--- config.mk ---
export PLATFORM = sky130hd
export DESIGN_NAME = cws_front
export DESIGN_NICKNAME = d
export VERILOG_FILES = /design/src/rtl/core/cws_pkg.sv /design/src/rtl/core/cws_front.sv
export SDC_FILE = /design/constraint.sdc
export NUM_CORES = 1
export LEC_CHECK = 0
export ABC_AREA = 0
export ABC_CLOCK_PERIOD_IN_PS = 3900
export BUFFER_PORTS_ARGS = -buffer_cell sky130_fd_sc_hd__buf_2
export CAP_MARGIN = 20
export CORE_MARGIN = 3
export CORE_UTILIZATION = 40
export DETAILED_ROUTE_END_ITERATION = 12
export PLACE_DENSITY = 0.62
export SETUP_SLACK_MARGIN = 0.15
export SLEW_MARGIN = 15
export SYNTH_ARGS = -nofsm -noshare
export SYNTH_HDL_FRONTEND = slang
export SYNTH_SLANG_ARGS = --single-unit
--- constraint.sdc ---
create_clock -name clk -period 3.9 [get_ports clk]
set_input_delay 0.585 -clock clk [delete_from_list [all_inputs] [get_ports clk]]
set_output_delay 0.585 -clock clk [all_outputs]
set_load 0.02 [all_outputs]
--- src/rtl/core/cws_pkg.sv ---
// Shared types and constants for the congestion window sender.
// Used by every module of the block but cws_ram; depends on nothing else.
package cws_pkg;

    // Fixed field widths of the request, result and configuration fields.
    localparam int FS_W   = 23;
    localparam int SEQ_W  = 12;
    localparam int LEN_W  = 11;
    localparam int WIN_W  = 7;
    localparam int BASE_W = 13;
    localparam int KIND_W = 3;

    // The slow start threshold after reset.
    localparam logic [WIN_W-1:0] THR_RESET = 7'd16;

    // Configuration register indexes.
    localparam logic REG_FILE_SIZE = 1'b0;
    localparam logic REG_INIT_THR  = 1'b1;

    // Request type codes on the input channel.
    localparam logic [1:0] REQ_SEND    = 2'd0;
    localparam logic [1:0] REQ_ACK     = 2'd1;
    localparam logic [1:0] REQ_TIMEOUT = 2'd2;
    localparam logic [1:0] REQ_NONE    = 2'd3;

    // Result kind codes.
    localparam logic [KIND_W-1:0] KIND_DATA = 3'd0;
    localparam logic [KIND_W-1:0] KIND_ACK  = 3'd1;
    localparam logic [KIND_W-1:0] KIND_OK   = 3'd2;
    localparam logic [KIND_W-1:0] KIND_FAIL = 3'd3;
    localparam logic [KIND_W-1:0] KIND_DONE = 3'd4;
    localparam logic [KIND_W-1:0] KIND_IGN  = 3'd5;

    // Packet status codes held in the status memory.
    localparam logic [1:0] ST_UNSENT = 2'd0;
    localparam logic [1:0] ST_WAIT   = 2'd1;
    localparam logic [1:0] ST_ACKED  = 2'd2;

    // Decoded request as it travels from the front to the back.
    typedef enum logic [1:0] {
        CMD_SEND,
        CMD_ACK,
        CMD_TIMEOUT,
        CMD_NONE
    } cws_cmd_kind_t;

    typedef struct packed {
        cws_cmd_kind_t     cmd;
        logic [SEQ_W-1:0]  aseq;
    } cws_cmd_t;

    // Threshold load request from the configuration port.
    typedef struct packed {
        logic              load;
        logic [WIN_W-1:0]  value;
    } cws_thr_ld_t;

    // Sequencer states of the back part.
    typedef enum logic [2:0] {
        BK_CLEAR,
        BK_IDLE,
        BK_SEND_RD,
        BK_SEND_EMIT,
        BK_ACK_CLOSE
    } cws_bk_state_t;

endpackage

--- src/rtl/core/cws_front.sv ---
// Front part: configuration registers, packet total divider and request decode.
// Depends on cws_pkg.
module cws_front #(
    parameter int PACKET_BYTES = 1024,
    parameter int MAX_PACKETS  = 4096
) (
    input  logic                                   clk,
    input  logic                                   rst_n,
    input  logic                                   wr_en,
    input  logic                                   wr_index,
    input  logic [cws_pkg::FS_W-1:0]               wr_data,
    input  logic                                   in_valid,
    output logic                                   in_stall,
    input  logic [1:0]                             req_type,
    input  logic [cws_pkg::SEQ_W-1:0]              ack_seq,
    input  logic                                   q_full,
    input  logic                                   clearing,
    output logic                                   q_push,
    output cws_pkg::cws_cmd_t                      q_wdata,
    output cws_pkg::cws_thr_ld_t                   thr_ld,
    output logic [$clog2(MAX_PACKETS+1)-1:0]       total,
    output logic [$clog2(PACKET_BYTES+1)-1:0]      last_len
);

    localparam int BW  = $clog2(MAX_PACKETS + 1);
    localparam int PBW = $clog2(PACKET_BYTES + 1);
    // Scaled reciprocal of the packet size: the product shifted down by RSH
    // is the exact quotient for every value the file size register can hold.
    localparam int RSH = cws_pkg::FS_W + $clog2(PACKET_BYTES);
    localparam int MW  = cws_pkg::FS_W + 1;
    localparam int PW  = cws_pkg::FS_W + MW;
    localparam longint unsigned RECIP =
        ((64'd1 << RSH) + PACKET_BYTES - 1) / PACKET_BYTES;

    logic                       busy_reg, busy_next;
    logic                       sub_reg, sub_next;
    logic                       fin_reg, fin_next;
    logic [cws_pkg::FS_W-1:0]   fs_reg, fs_next;
    logic [PBW-1:0]             rem_reg, rem_next;
    logic [cws_pkg::FS_W-1:0]   quo_reg, quo_next;
    logic [BW-1:0]              total_reg, total_next;
    logic [PBW-1:0]             len_reg, len_next;

    logic [PW-1:0]              prod;
    logic [cws_pkg::FS_W-1:0]   quo_bytes;
    logic [cws_pkg::FS_W:0]     ceil_q;
    logic                       sat;

    // Quotient, then remainder, then the rounded and saturated packet total,
    // one step per cycle.
    assign prod      = PW'(fs_reg) * PW'(RECIP);
    assign quo_bytes = quo_reg * cws_pkg::FS_W'(PACKET_BYTES);
    assign ceil_q    = {1'b0, quo_reg} + (cws_pkg::FS_W+1)'(rem_reg != '0);
    assign sat       = ceil_q > (cws_pkg::FS_W+1)'(MAX_PACKETS);

    always_comb
    begin
        busy_next  = 1'b0;
        sub_next   = 1'b0;
        fin_next   = 1'b0;
        fs_next    = fs_reg;
        rem_next   = rem_reg;
        quo_next   = quo_reg;
        total_next = total_reg;
        len_next   = len_reg;
        if (wr_en && wr_index == cws_pkg::REG_FILE_SIZE)
        begin
            busy_next = 1'b1;
            fs_next   = wr_data;
        end
        else if (busy_reg)
        begin
            quo_next = cws_pkg::FS_W'(prod >> RSH);
            sub_next = 1'b1;
        end
        else if (sub_reg)
        begin
            rem_next = PBW'(fs_reg - quo_bytes);
            fin_next = 1'b1;
        end
        else if (fin_reg)
        begin
            total_next = sat ? BW'(MAX_PACKETS) : ceil_q[BW-1:0];
            len_next   = (sat || rem_reg == '0) ? PBW'(PACKET_BYTES) : rem_reg;
        end
    end

    always_ff @(posedge clk or negedge rst_n)
    begin
        if (!rst_n)
        begin
            busy_reg  <= 1'b0;
            sub_reg   <= 1'b0;
            fin_reg   <= 1'b0;
            total_reg <= '0;
            len_reg   <= PBW'(PACKET_BYTES);
        end
        else
        begin
            busy_reg  <= busy_next;
            sub_reg   <= sub_next;
            fin_reg   <= fin_next;
            total_reg <= total_next;
            len_reg   <= len_next;
        end
    end

    always_ff @(posedge clk)
    begin
        fs_reg  <= fs_next;
        rem_reg <= rem_next;
        quo_reg <= quo_next;
    end

    assign in_stall = busy_reg || sub_reg || fin_reg || q_full || clearing;
    assign q_push   = in_valid && !in_stall;

    always_comb
    begin
        q_wdata.aseq = ack_seq;
        case (req_type)
            cws_pkg::REQ_SEND:    q_wdata.cmd = cws_pkg::CMD_SEND;
            cws_pkg::REQ_ACK:     q_wdata.cmd = cws_pkg::CMD_ACK;
            cws_pkg::REQ_TIMEOUT: q_wdata.cmd = cws_pkg::CMD_TIMEOUT;
            default:              q_wdata.cmd = cws_pkg::CMD_NONE;
        endcase
    end

    assign thr_ld.load  = wr_en && wr_index == cws_pkg::REG_INIT_THR;
    assign thr_ld.value = wr_data[cws_pkg::WIN_W-1:0];
    assign total        = total_reg;
    assign last_len     = len_reg;

endmodule

==> metrics <==
status=finished, final reports clean; H-tree depth=3; WL final=5256 um; largest net degree at the start of global routing=28; drt pass-1 iters=4; DRC Markers=0; drt initial violations=between 100 and 150; critical path required time=4.18 ns; most used cell, CP=ha_1; main combinational cell family by area after synthesis=simple AND/OR/NAND/NOR gates; core area=roughly 0.0074 mm2; Post-Place Worst Slack=about 1 ns; TritonCTS clock tree=built; area grow syn2layout=15.87%; Clock Sinks=74; final std cells w/o fill=384; Nets=about 330; clock buffer depth=2; Worst Hold Class=primary input to asynchronous set/reset pin; Post-synth top flop=edfxtp_1; Reg clk slew, reported paths=0.08 ns; Sequential Area=approximately 0.0021 mm2; Clock Skew=0.009682 ns; Comb power frac=11.8%; crit path DAT=3.22 ns; share of cells above drive strength 1=around a third; Max IR drop VDD=0.2190 mV; Starting Density=41.94%; number of flops mapped to enable cells by yosys=47; syn_nets=277; CP max stage cell=or4b_4; TNS Setup=0 ns; switching pwr=0.0004687 W; Post-CTS Repair Setup Buffers=0; GRT Total Usage=about an eighth; mean area per synthesized cell=~13 um2; total gr overflow=0; CTS root buffer=clkbuf_8; max reg flops=23; post-synthesis xor/xnor area fraction=3.383%; switch share=26.59%; main area contributors after synthesis=edfxtp_1 45%, dfrtp_1 21%, buf_4 4.6%; die height=94.13 um; RSZ-0062 raised after global routing=no; top-area cell type share of the netlist area=between 40% and 50%; Synth area leader=edfxtp_1; Lkg Pwr=1.409 nW; Tot Pwr=0.001762 W; f_max=340.7 MHz; CP bufs+invs=0; first-pass GRT wire length=8652 um; critical path type=flop to flop; Post-synth top cells=47 x edfxtp_1, 26 x dfrtp_1, 26 x nand2_1, 19 x buf_4; post_cts resized=0; placed insts=368; Hold Buf Count CTS=0; worst path cell trace=nor4_1 -> nand3_1 -> ha_1 -> ha_1 -> or4_1 -> a2bb2oi_1 -> or4b_4 -> o221a_2; Mapped Area=0.003107 mm2; Final setup viols=0; RePlAce Congestion=0.7226; max incr delay on CP=0.60 ns; Post-DP HPWL=~3800 um; number of global-route vias before repair=1,738; Final WS setup=0.9651 ns; top cell family by delay on the critical path=simple AND/OR/NAND/NOR gates; Cell Int Power=roughly 0.0013 W; Num CTS Buffers=9; die width=~94 um; synth unique cells=43; CP max FO=11; Flop pwr share=between 50% and 60%; Simple-Gate Fraction of Synth Area=12.77%; sequential fraction of the synthesis area=67.22%; Final Critical Period=2.935 ns; vias post-DR=roughly 1.9k; Synth Area in Compound Gates=under 10%; Core Rows=31; Critical Path Source Type=flop; Routed Antenna Nets=0; Multi-input gate area=830.8 um2; die area=0.008860 mm2; Routed WL per cell=13.69 um; Fillers=655; Max Cap Viol=0; worst rel slew slack=between 30% and 40%; most frequent cell after synthesis=edfxtp_1; adder-cell share of the synthesized area=0.8055%; Boundary Pins=92; worst skew pair latency=~0.35 ns; multiplexer share of the synthesized area=0.6847%; Final period util=75.25%; Worst Tran Pin Value=0.9136 ns; Post-Syn Instances=231; Async SR Flop Fraction=36.49%; number of port buffers=63; Via-to-Cell Ratio=4.953; #FFs+latches synth=74; crit end category=flop; Hold Violations, Final=0; ant diodes=0; Synthesis Warnings=0; Pwr Density=roughly 490 mW/mm2; Final Max Slew Viols=0; initial antenna violation count=0; Clock power frac=~34%
metrics by stage:
stage	utilization [%]	instance area (um2)	hold slack [ns]
floorplan	-	3107	0.2894
global placement	45.79	3392	0.4043
detailed placement	45.79	3392	0.4054
CTS	48.59	3600	0.2421
global route	48.59	3600	0.2730
finish	48.59	3600	0.2385
final timing paths:
| kind | start | endpoint | slack [ns] | depth (start not counted) |
|---|---|---|---|---|
| setup / recovery | rem_reg[5] | last_len[10] | 0.97 | 8 |
| hold / removal | rst_n | last_len[7] | 0.24 | 1 |
| setup reg to reg | rem_reg[5] | last_len[10] | 0.97 | 8 |
| hold reg to reg | fs_reg[14] | quo_reg[4] | 0.42 | 0 |
| max in group asynchronous | rst_n | total[8] | 3.25 | 1 |
| min in group clk | wr_data[9] | fs_reg[9] | 0.40 | 1 |
power by group through the flow:
| stage | Combinational [W] | Sequential, W | Clock [W] |
|---|---|---|---|
| 2_1_floorplan | 0.0000920 | 0.00101 | 0 |
| 5_1_grt | 0.000230 | 0.000959 | 0.000664 |
| 3_3_place_gp | 0.000211 | 0.000966 | 0 |
| 6_report | 0.000208 | 0.000948 | 0.000606 |
| 4_1_cts | 0.000212 | 0.000950 | 0.000628 |
| 3_5_place_dp | 0.000212 | 0.000967 | 0 |
cell usage in the layout (no fill, tap or decap), types with 2 or more instances in the layout:
cell / netlist / routed
a32o_1: 2 / 2
a32oi_1: 10 / 10
and2_1: 2 / 2
buf_2: 2 / 63
buf_4: 19 / 4
clkbuf_8: 0 / 9
clkinv_4: 0 / 2
dfrtp_1: 26 / 26
edfxtp_1: 47 / 47
ha_1: 2 / 2
inv_6: 0 / 2
nand2_1: 26 / 26
nand2b_1: 4 / 4
nand3_1: 6 / 6
nand3b_1: 2 / 2
nor2_1: 9 / 9
nor3_1: 3 / 3
nor3b_1: 4 / 4
nor4_1: 5 / 5
o21ai_0: 10 / 10
o21ai_1: 10 / 10
xnor2_1: 8 / 8
xor2_1: 4 / 4
area by class of cell:
cell class | instances | area share, %
Timing Repair Buffer | 67 | 9.593
Clock inverter | 7 | 2.329
Sequential cell | 74 | 58.01
Tap cell | 99 | 3.441
Inverter | 1 | 0.1043
Multi-Input combinational cell | 127 | 23.08
Clock buffer | 9 | 3.441
cells by family (layout without fill, tap and decap cells):
kind of cell | Yosys count | after routing
mux | 2 | 2
fa+ha+maj | 2 | 2
flops | 74 | 74
simple gates | 70 | 70
compound gates | 41 | 41
buf+inv | 30 | 84
xor+xnor | 12 | 12
per-layer routing:
metal,global-route usage [%],wire [um]
met5,0,0
met4,8.424,143
met3,3.205,330
met2,16.44,2169
met1,19.71,2613
(Power assumes the default switching activity.)
