==> src/rtl/core/cws_pkg.sv <==
// Shared types and constants for the congestion window sender.
// Used by every module of the block but cws_ram; depends on nothing else.
package cws_pkg;

    // Fixed field widths of the request, result and configuration fields.
    localparam int FS_W   = 23;
    localparam int SEQ_W  = 12;
    localparam int LEN_W  = 11;
    localparam int WIN_W  = 7;
    localparam int BASE_W = 13;
    localparam int KIND_W = 3;

    // The slow start threshold after reset.
    localparam logic [WIN_W-1:0] THR_RESET = 7'd16;

    // Configuration register indexes.
    localparam logic REG_FILE_SIZE = 1'b0;
    localparam logic REG_INIT_THR  = 1'b1;

    // Request type codes on the input channel.
    localparam logic [1:0] REQ_SEND    = 2'd0;
    localparam logic [1:0] REQ_ACK     = 2'd1;
    localparam logic [1:0] REQ_TIMEOUT = 2'd2;
    localparam logic [1:0] REQ_NONE    = 2'd3;

    // Result kind codes.
    localparam logic [KIND_W-1:0] KIND_DATA = 3'd0;
    localparam logic [KIND_W-1:0] KIND_ACK  = 3'd1;
    localparam logic [KIND_W-1:0] KIND_OK   = 3'd2;
    localparam logic [KIND_W-1:0] KIND_FAIL = 3'd3;
    localparam logic [KIND_W-1:0] KIND_DONE = 3'd4;
    localparam logic [KIND_W-1:0] KIND_IGN  = 3'd5;

    // Packet status codes held in the status memory.
    localparam logic [1:0] ST_UNSENT = 2'd0;
    localparam logic [1:0] ST_WAIT   = 2'd1;
    localparam logic [1:0] ST_ACKED  = 2'd2;

    // Decoded request as it travels from the front to the back.
    typedef enum logic [1:0] {
        CMD_SEND,
        CMD_ACK,
        CMD_TIMEOUT,
        CMD_NONE
    } cws_cmd_kind_t;

    typedef struct packed {
        cws_cmd_kind_t     cmd;
        logic [SEQ_W-1:0]  aseq;
    } cws_cmd_t;

    // Threshold load request from the configuration port.
    typedef struct packed {
        logic              load;
        logic [WIN_W-1:0]  value;
    } cws_thr_ld_t;

    // Sequencer states of the back part.
    typedef enum logic [2:0] {
        BK_CLEAR,
        BK_IDLE,
        BK_SEND_RD,
        BK_SEND_EMIT,
        BK_ACK_CLOSE
    } cws_bk_state_t;

endpackage

==> src/rtl/core/cws_queue.sv <==
// Two-entry command queue between the front and the back.
// Depends on cws_pkg.
module cws_queue (
    input  logic              clk,
    input  logic              rst_n,
    input  logic              push,
    input  cws_pkg::cws_cmd_t wdata,
    input  logic              pop,
    output cws_pkg::cws_cmd_t rdata,
    output logic              not_empty,
    output logic              full
);

    cws_pkg::cws_cmd_t entry_reg [2];
    logic              wr_ptr_reg, wr_ptr_next;
    logic              rd_ptr_reg, rd_ptr_next;
    logic [1:0]        count_reg, count_next;

    assign not_empty = count_reg != 2'd0;
    assign full      = count_reg == 2'd2;
    assign rdata     = entry_reg[rd_ptr_reg];

    always_comb
    begin
        wr_ptr_next = wr_ptr_reg ^ push;
        rd_ptr_next = rd_ptr_reg ^ pop;
        count_next  = count_reg + 2'(push) - 2'(pop);
    end

    always_ff @(posedge clk or negedge rst_n)
    begin
        if (!rst_n)
        begin
            wr_ptr_reg <= 1'b0;
            rd_ptr_reg <= 1'b0;
            count_reg  <= 2'd0;
        end
        else
        begin
            wr_ptr_reg <= wr_ptr_next;
            rd_ptr_reg <= rd_ptr_next;
            count_reg  <= count_next;
        end
    end

    always_ff @(posedge clk)
    begin
        if (push)
        begin
            entry_reg[wr_ptr_reg] <= wdata;
        end
    end

endmodule

==> config.mk <==
export PLATFORM = sky130hd
export DESIGN_NAME = cws_queue
export DESIGN_NICKNAME = d
export VERILOG_FILES = /design/src/rtl/core/cws_pkg.sv /design/src/rtl/core/cws_queue.sv
export SDC_FILE = /design/constraint.sdc
export NUM_CORES = 1
export LEC_CHECK = 0
export BUFFER_PORTS_ARGS = -buffer_cell sky130_fd_sc_hd__buf_2
export CORE_MARGIN = 5
export CORE_UTILIZATION = 39
export CTS_CLUSTER_DIAMETER = 100
export CTS_CLUSTER_SIZE = 16
export DETAILED_ROUTE_END_ITERATION = 12
export GPL_TIMING_DRIVEN = 1
export HOLD_SLACK_MARGIN = 0.03
export SYNTH_ARGS = -nofsm -noshare
export SYNTH_HDL_FRONTEND = slang
export SYNTH_SLANG_ARGS = --single-unit
==> constraint.sdc <==
create_clock -name clk -period 3.1 [get_ports clk]
set_input_delay 0.62 -clock clk [delete_from_list [all_inputs] [get_ports clk]]
set_output_delay 0.62 -clock clk [all_outputs]
set_load 0.01 [all_outputs]
==> impl_metrics.json, run 1 <==
{
  "ys.flop_type": "edfxtp_1",
  "grt_usage": 0.09443,
  "status": "complete, no violations",
  "cp_slowest_cell": "dfrtp_1",
  "postCtsSetupBuffers": 0,
  "synth_async_sr_flop_share": 0.1250,
  "drt-total-wl_um": 1880,
  "avgSynthCellArea_um2": 21.23,
  "max-clock-path-buffers": 2,
  "relSlewSlack": 0.4904,
  "p_leak_nw": 0.6362,
  "cp_data_arrival_time_ns": 1.74,
  "syn_to_final_growth_pct": 18.66,
  "drive_gt1_frac": 0.5354,
  "swShare": 0.2875,
  "synth-edff-count": 28,
  "drc": 0,
  "synth_compound_area_frac": 0,
  "fin_skew_ns": 0.007464,
  "drv_cap": 0,
  "ir_worst_vdd_uv": 494.5,
  "grt_pass1_wl_um": 2877,
  "firstDrtPassIters": 4,
  "largest_reg_flops": 28,
  "seq_area_frac_synth": 0.7387,
  "slew_violations": 0,
  "grt_max_degree": 16,
  "yosysMostFrequentCell": "edfxtp_1",
  "tightest_slew_ns": 0.7644,
  "numCtsBuffers": 5,
  "endpoint_kind": "output port",
  "min_period_ns": 2.359,
  "rsz0062_at_grt": "false",
  "ctsHoldBuffers": 0,
  "yosys.area_share.adder": 0.03929,
  "yosysWarningCount": 0,
  "crit_type": "register to output port",
  "synth_area_mm2": 0.001274,
  "yosysTopAreaCellShare": 0.6601,
  "p_clk_frac": 0.171,
  "intPower_uw": 898.4,
  "final_hold_viol_count": 0,
  "synth.top_cells.by_area": "edfxtp_1 66%, mux2_4 11%, dfrtp_1 7.9%",
  "p_switching_uw": 362.5,
  "critPathTopFamily": "flip-flops",
  "dieArea_mm2": 0.004509,
  "period_share": 0.7610,
  "wire_per_inst_um": 13.15,
  "crit_buf_inv": 1,
  "cts_root_buf": "clkbuf_4",
  "hpwl_um": 1324,
  "max_stage_delay_ns": 0.85,
  "yosys.area_share.simple": 0.009823,
  "place.gp.congestion": 0.6879,
  "fin_ws_ns": 0.7410,
  "cts.htree.levels": 2,
  "dpl_worst_slack_ns": 1.053,
  "tns_ns": 0,
  "synth_common_cells": "28 x edfxtp_1, 9 x mux2_4, 5 x mux2_2",
  "finalSetupViolCount": 0,
  "drt_iter0_markers": 12,
  "synth_top_cell_by_area": "edfxtp_1",
  "gr-total-overflow": 0,
  "antenna_found_initial": 0,
  "syn_inst": 60,
  "synth_seq_cells": 32,
  "clkSinkCount": 32,
  "ys_types": 12,
  "vias_per_cell": 4.343,
  "crit_path_start": "rd_ptr_reg",
  "synth_xor_area_frac": 0.02554,
  "antenna_cells": 0,
  "die_w_um": 67.15,
  "io_buffer_count": 33,
  "power.total_mw": 1.261,
  "hold_class": "input port to asynchronous set/reset pin",
  "ant_nets": 0,
  "worstSetupStartpointType": "register",
  "cp_cell_sequence": "mux2_2 -> buf_2",
  "synth_mux_area_frac": 0.1503,
  "synth_top_family_by_area": "multiplexers",
  "power.density_mw_per_mm2": 834.3,
  "path_clk_slew_ns": 0.09,
  "cts_tree": "done",
  "power_frac_seq": 0.518,
  "synth_nets": 82,
  "first_global_vias": 617,
  "clk_latency_ns": 0.33,
  "fp.dieH_um": 67.15,
  "initial_utilization": 0.4105,
  "io_pins": 34,
  "rows": 20,
  "critPathMaxFanout": 15,
  "core_region_area_mm2": 0.003103,
  "fin_hold_ws_ns": 0.07597,
  "fmax_ghz": 0.4239,
  "nets": 120,
  "comb_power_share": 0.311,
  "timing.rr.start": "wr_ptr_reg",
  "critPathRequiredTime_ns": 2.48,
  "cts.repair.resized": 0,
  "vias": 621
}
worst register-to-register path, cell delays in order, from the launching register on:
cell	delay [ns]
dfrtp_1	0.39
inv_1	0.06
ha_1	0.58
path summary, 6_finish.rpt:
check	to	slack [ns]	depth (start not counted)
min	wr_ptr_reg	0.08	1
max	rdata[13]	0.74	2
max in group asynchronous	rd_ptr_reg	2.91	1
max reg2reg	entry_reg[0][8]	1.70	2
min in group clk	entry_reg[0][13]	0.48	1
min reg2reg	wr_ptr_reg	0.61	3
cell type report:
| class | count | area [µm²] |
|---|---|---|
| clock inverters | 1 | 3.754 |
| repair buffers | 33 | 165.2 |
| flip-flops and latches | 32 | 940.9 |
| well taps | 44 | 55.05 |
| multi-input cells | 22 | 286.5 |
| inverters | 4 | 15.01 |
| fillers | 293 | 1592 |
| clock buffers | 7 | 45.04 |
power by group through the flow:
stage	Sequential (mW)	Clock, mW	Combinational (mW)
after CTS	0.659	0.226	0.404
after floorplan	0.613	0	0.355
final	0.653	0.216	0.392
after global placement	0.664	0	0.400
after detailed placement	0.669	0	0.403
after global routing	0.669	0.250	0.435
placed cells by master, fill, tap and decap left out, drive strengths merged, types with 4 or more instances in the layout:
| cell | count |
|---|---|
| dfrtp | 4 |
| clkbuf | 7 |
| ha | 4 |
| buf | 33 |
| edfxtp | 28 |
| mux2 | 14 |
| inv | 4 |
metal layers:
metal	global-route usage	routed length, µm	part of all wire
met2	0.1387	922	0.49
met4	0.05316	44	0.023
met1	0.1069	707	0.38
met5	0	0	0
met3	0.05491	205	0.11
cell families after synthesis:
| logic type | count (synthesis) |
|---|---|
| xor+xnor | 2 |
| fa+ha+maj | 4 |
| buf+inv | 6 |
| flops | 32 |
| mux | 14 |
| simple gates | 2 |
stage by stage:
step                      utilization  std cells  instance area (µm²)
after floorplan                     -         60                 1274
after global placement         0.4714        135                 1463
after detailed placement       0.4714        135                 1463
after CTS                      0.4871        143                 1511
after global routing           0.4871        143                 1511
final                          0.4871        143                 1511
Power figures use the tool's default switching activity.
==> inputs of run 2 (changes only) <==
Clock period 3.1 ns to 2.3 ns, I/O delays scaled along.
==> impl_metrics.json, run 2 (synthesis results as in run 1) <==
{
  "mostFrequentLayoutCells": "33 x buf_2, 28 x edfxtp_1, 9 x mux2_4",
  "wire_per_inst_um": 13.25,
  "fin_hold_ws_ns": 0.3280,
  "worstSetupStartpointType": "register",
  "period_share": 0.8617,
  "max-clock-path-buffers": 2,
  "intPower_mw": 1.216,
  "status": "complete, no violations",
  "critPathRequiredTime_ns": 1.84,
  "p_clk_frac": 0.163,
  "hold_class": "input port to register",
  "antenna_found_initial": 0,
  "p_leak_nw": 0.6464,
  "design_area_mm2": 0.001526,
  "dieArea_mm2": 0.004509,
  "min_period_ns": 1.982,
  "drt-total-wl_um": 1908,
  "fin_ws_ns": 0.3182,
  "ctsHoldBuffers": 1,
  "initial_utilization": 0.4105,
  "endpoint_kind": "output port",
  "numCtsBuffers": 5,
  "nets": 122,
  "clk_latency_ns": 0.32,
  "drv_cap": 0,
  "final_hold_viol_count": 0,
  "power.total_mw": 1.706,
  "io_buffer_count": 33,
  "place.gp.congestion": 0.6654,
  "vias_per_cell": 4.333,
  "syn_to_final_growth_pct": 19.84,
  "fin_skew_ns": 0.007960,
  "drc": 0,
  "ant_nets": 0,
  "swShare": 0.2872,
  "fill_cells": 288,
  "dpl_cell_area_mm2": 0.001470,
  "final_common_cell": "buf_2",
  "io_pins": 34,
  "gr-total-overflow": 0,
  "cp_data_arrival_time_ns": 1.52,
  "critPathTopFamily": "flip-flops",
  "cts_tree": "done",
  "cts.htree.levels": 2,
  "relSlewSlack": 0.5354,
  "antenna_cells": 0,
  "multi_input_area_um2": 286.5,
  "largest_reg_flops": 28,
  "ir_worst_vdd_uv": 500.8,
  "grt_max_degree": 15,
  "rsz0062_at_grt": "false",
  "tightest_slew_ns": 0.6969,
  "drt_iter0_markers": 13,
  "critPathMaxFanout": 11,
  "power.density_mw_per_mm2": 1118,
  "power_frac_seq": 0.489,
  "crit_buf_inv": 2,
  "rows": 20,
  "core_region_area_mm2": 0.003103,
  "cts_root_buf": "clkbuf_4",
  "firstDrtPassIters": 4,
  "crit_type": "register to output port",
  "slew_violations": 0,
  "clkSinkCount": 32,
  "cp_slowest_cell": "dfrtp_1",
  "path_clk_slew_ns": 0.09,
  "fmax_ghz": 0.5046,
  "drive_gt1_frac": 0.5500,
  "max_stage_delay_ns": 0.45,
  "cts.repair.resized": 0,
  "fp.dieH_um": 67.15,
  "die_w_um": 67.15,
  "cp_cell_sequence": "buf_4 -> mux2_2 -> buf_2",
  "vias": 624,
  "finalSetupViolCount": 0,
  "comb_power_share": 0.348,
  "grt_pass1_wl_um": 3029,
  "seq_area_um2": 940.9,
  "tns_ns": 0,
  "postCtsSetupBuffers": 0,
  "r2r_setup_slack_ns": 0.94,
  "dpl_worst_slack_ns": 0.6381,
  "p_switching_uw": 490.1,
  "first_global_vias": 686,
  "grt_usage": 0.09605
}
-- run 2: cell types whose count changed in the layout (fill, tap and decap cells not counted), sizes merged --
cell,previous run,this run
buf,33,34
dlygate4sd3,0,1
clkbuf,7,6
-- run 2: layout make-up --
cell class              count  share of cell area
well taps                  44             0.03607
clock buffers               6             0.02705
inverters                   4            0.009836
repair buffers             35              0.1197
clock inverters             1            0.003279
flip-flops and latches     32              0.6164
multi-input cells          22              0.1877
-- run 2: final timing paths --
check | from | endpoint | cells after the start
max | rd_ptr_reg | rdata[2] | 3
min | wdata[6] | entry_reg[1][6] | 1
max reg2reg | wr_ptr_reg | entry_reg[0][1] | 2
min reg2reg | rd_ptr_reg | rd_ptr_reg | 1
max in group asynchronous | rst_n | count_reg[0] | 2
min in group asynchronous | rst_n | wr_ptr_reg | 2
-- run 2: per-layer routing --
| metal | GRT usage | up-vias | part of all wire |
|---|---|---|---|
| met5 | 0 | - | 0 |
| met4 | 0.05316 | 0 | 0.021 |
| met3 | 0.03827 | 7 | 0.10 |
| met2 | 0.1693 | 28 | 0.51 |
| met1 | 0.09565 | 288 | 0.36 |
| li1 | - | 301 | - |
-- run 2: stage by stage --
stage | utilization | cells
floorplan | - | 60
global placement | 0.4738 | 136
detailed placement | 0.4738 | 136
CTS | 0.4919 | 144
global route | 0.4919 | 144
finish | 0.4919 | 144
-- run 2: worst register-to-register path, stage by stage, from the launching register on --
cell and delay, ns:
dfrtp_1 0.39, inv_1 0.06, ha_1 0.56
-- run 2: power groups by stage --
stage	Sequential, mW	Combinational [mW]	Clock (mW)
floorplan	0.826	0.478	0
global placement	0.842	0.600	0
detailed placement	0.852	0.609	0
CTS	0.839	0.612	0.292
global route	0.850	0.655	0.314
finish	0.835	0.594	0.278
==> inputs of run 3 (changes only) <==
Settings changed: CORE_MARGIN 5 to 8.
==> impl_metrics.json, run 3 (synthesis results as in run 1) <==
{
  "dieArea_mm2": 0.005351,
  "clk_latency_ns": 0.32,
  "finalSetupViolCount": 0,
  "rsz0062_at_grt": "false",
  "final_core_util": 0.5049,
  "timing.rr.start": "wr_ptr_reg",
  "crit_path_start": "rd_ptr_reg",
  "multi_input_area_um2": 286.5,
  "grt_usage": 0.08169,
  "syn_to_final_growth_pct": 22.00,
  "gr-usage-met2": 0.1231,
  "relSlewSlack": 0.7644,
  "drt-total-wl_um": 1997,
  "worstSetupStartpointType": "register",
  "ir_worst_vdd_uv": 583.2,
  "crit_type": "register to output port",
  "final_common_cell": "buf_2",
  "period_share": 0.8355,
  "use_met3": 0.04533,
  "cts.htree.levels": 2,
  "mostFrequentLayoutCells": "33 x buf_2, 28 x edfxtp_1, 9 x mux2_4",
  "fp.dieH_um": 73.15,
  "seq_area_um2": 940.9,
  "ant_nets": 0,
  "antenna_found_initial": 0,
  "drt_iter0_markers": 7,
  "critPathMaxFanout": 14,
  "cts_tree": "done",
  "largest_reg_flops": 28,
  "clkSinkCount": 32,
  "power.density_mw_per_mm2": 1129,
  "top_usage_layer": "met2",
  "p_leak_nw": 0.6611,
  "grt_pass1_wl_um": 3201,
  "use_met1": 0.08326,
  "hold_class": "input port to register",
  "core_region_area_mm2": 0.003078,
  "endpoint": "rdata[0]",
  "fin_skew_ns": 0.006439,
  "r2r_setup_slack_ns": 0.97,
  "first_global_vias": 669,
  "timing.rr.end": "entry_reg[0][8]",
  "vias_per_cell": 4.136,
  "drv_cap": 0,
  "cts_root_buf": "clkbuf_4",
  "dpl.cell_count": 138,
  "slew_violations": 0,
  "cp_data_arrival_time_ns": 1.46,
  "gr-total-overflow": 0,
  "place.gp.congestion": 0.6084,
  "io_pins": 34,
  "drive_gt1_frac": 0.5534,
  "fill_cells": 291,
  "grt_max_degree": 15,
  "antenna_cells": 0,
  "numCtsBuffers": 5,
  "firstDrtPassIters": 4,
  "hpwl_um": 1486,
  "endpoint_kind": "output port",
  "rows": 20,
  "die_w_um": 73.15,
  "min_period_ns": 1.922,
  "nets": 124,
  "initial_utilization": 0.4138,
  "io_buffer_count": 33,
  "fmax_ghz": 0.5204,
  "fin_hold_ws_ns": 0.3240,
  "path_clk_slew_ns": 0.09,
  "final_hold_viol_count": 0,
  "tns_ns": 0,
  "critPathRequiredTime_ns": 1.84,
  "drc": 0,
  "status": "complete, no violations",
  "hold_start": "wdata[7]",
  "postCtsSetupBuffers": 0,
  "max-clock-path-buffers": 2,
  "tightest_slew_ns": 0.3533,
  "instances_no_fill": 147,
  "wire_per_inst_um": 13.59,
  "worstRegToRegCells": 3,
  "vias": 608
}
[run 3: final cells by class]
cell class / instances / share of cell area
flip-flops and latches: 32 / 0.6055
clock buffers: 8 / 0.03784
well taps: 44 / 0.03543
inverters: 4 / 0.009662
repair buffers: 37 / 0.1272
multi-input cells: 22 / 0.1844
[run 3: how the worst min path moves through the flow]
| stage | end | slack, ns | depth (start not counted) |
|---|---|---|---|
| after global routing | entry_reg[0][3] | 0.30 | 1 |
| after floorplan | count_reg[0] | 0.16 | 0 |
| after CTS | entry_reg[1][9] | 0.30 | 1 |
| final | entry_reg[0][7] | 0.32 | 1 |
| after global placement | count_reg[0] | 0.27 | 1 |
| after detailed placement | count_reg[0] | 0.27 | 1 |
[run 3: power by group]
part / total [mW] / internal, mW / switching [mW]
Sequential: 0.825 / 0.781 / 0.0437
Clock: 0.313 / 0.151 / 0.163
Combinational: 0.617 / 0.333 / 0.284
[run 3: stage by stage]
step / setup slack [ns] / power [mW] / cell area [µm²]
2_1_floorplan: 0.9160 / 1.304 / 1274
3_3_place_gp: 0.7377 / 1.456 / 1485
3_5_place_dp: 0.7165 / 1.475 / 1485
4_1_cts: 0.3459 / 1.796 / 1554
5_1_grt: 0.2937 / 1.861 / 1554
6_report: 0.3784 / 1.755 / 1554
[run 3: repair_timing]
item	in CTS	in global routing
gates resized for setup	0	0
hold buffers	1	0
hold endpoints to repair	4	0
[run 3: critical path, stage by stage, from the launching register on]
cell	delay, ns
dfrtp_1	0.37
buf_4	0.27
mux2_2	0.36
buf_2	0.14
[run 3: routing by layer]
layer	vias up	wire [µm]
li1	305	-
met1	277	782
met2	22	987
met3	4	199
met4	0	27
met5	-	0
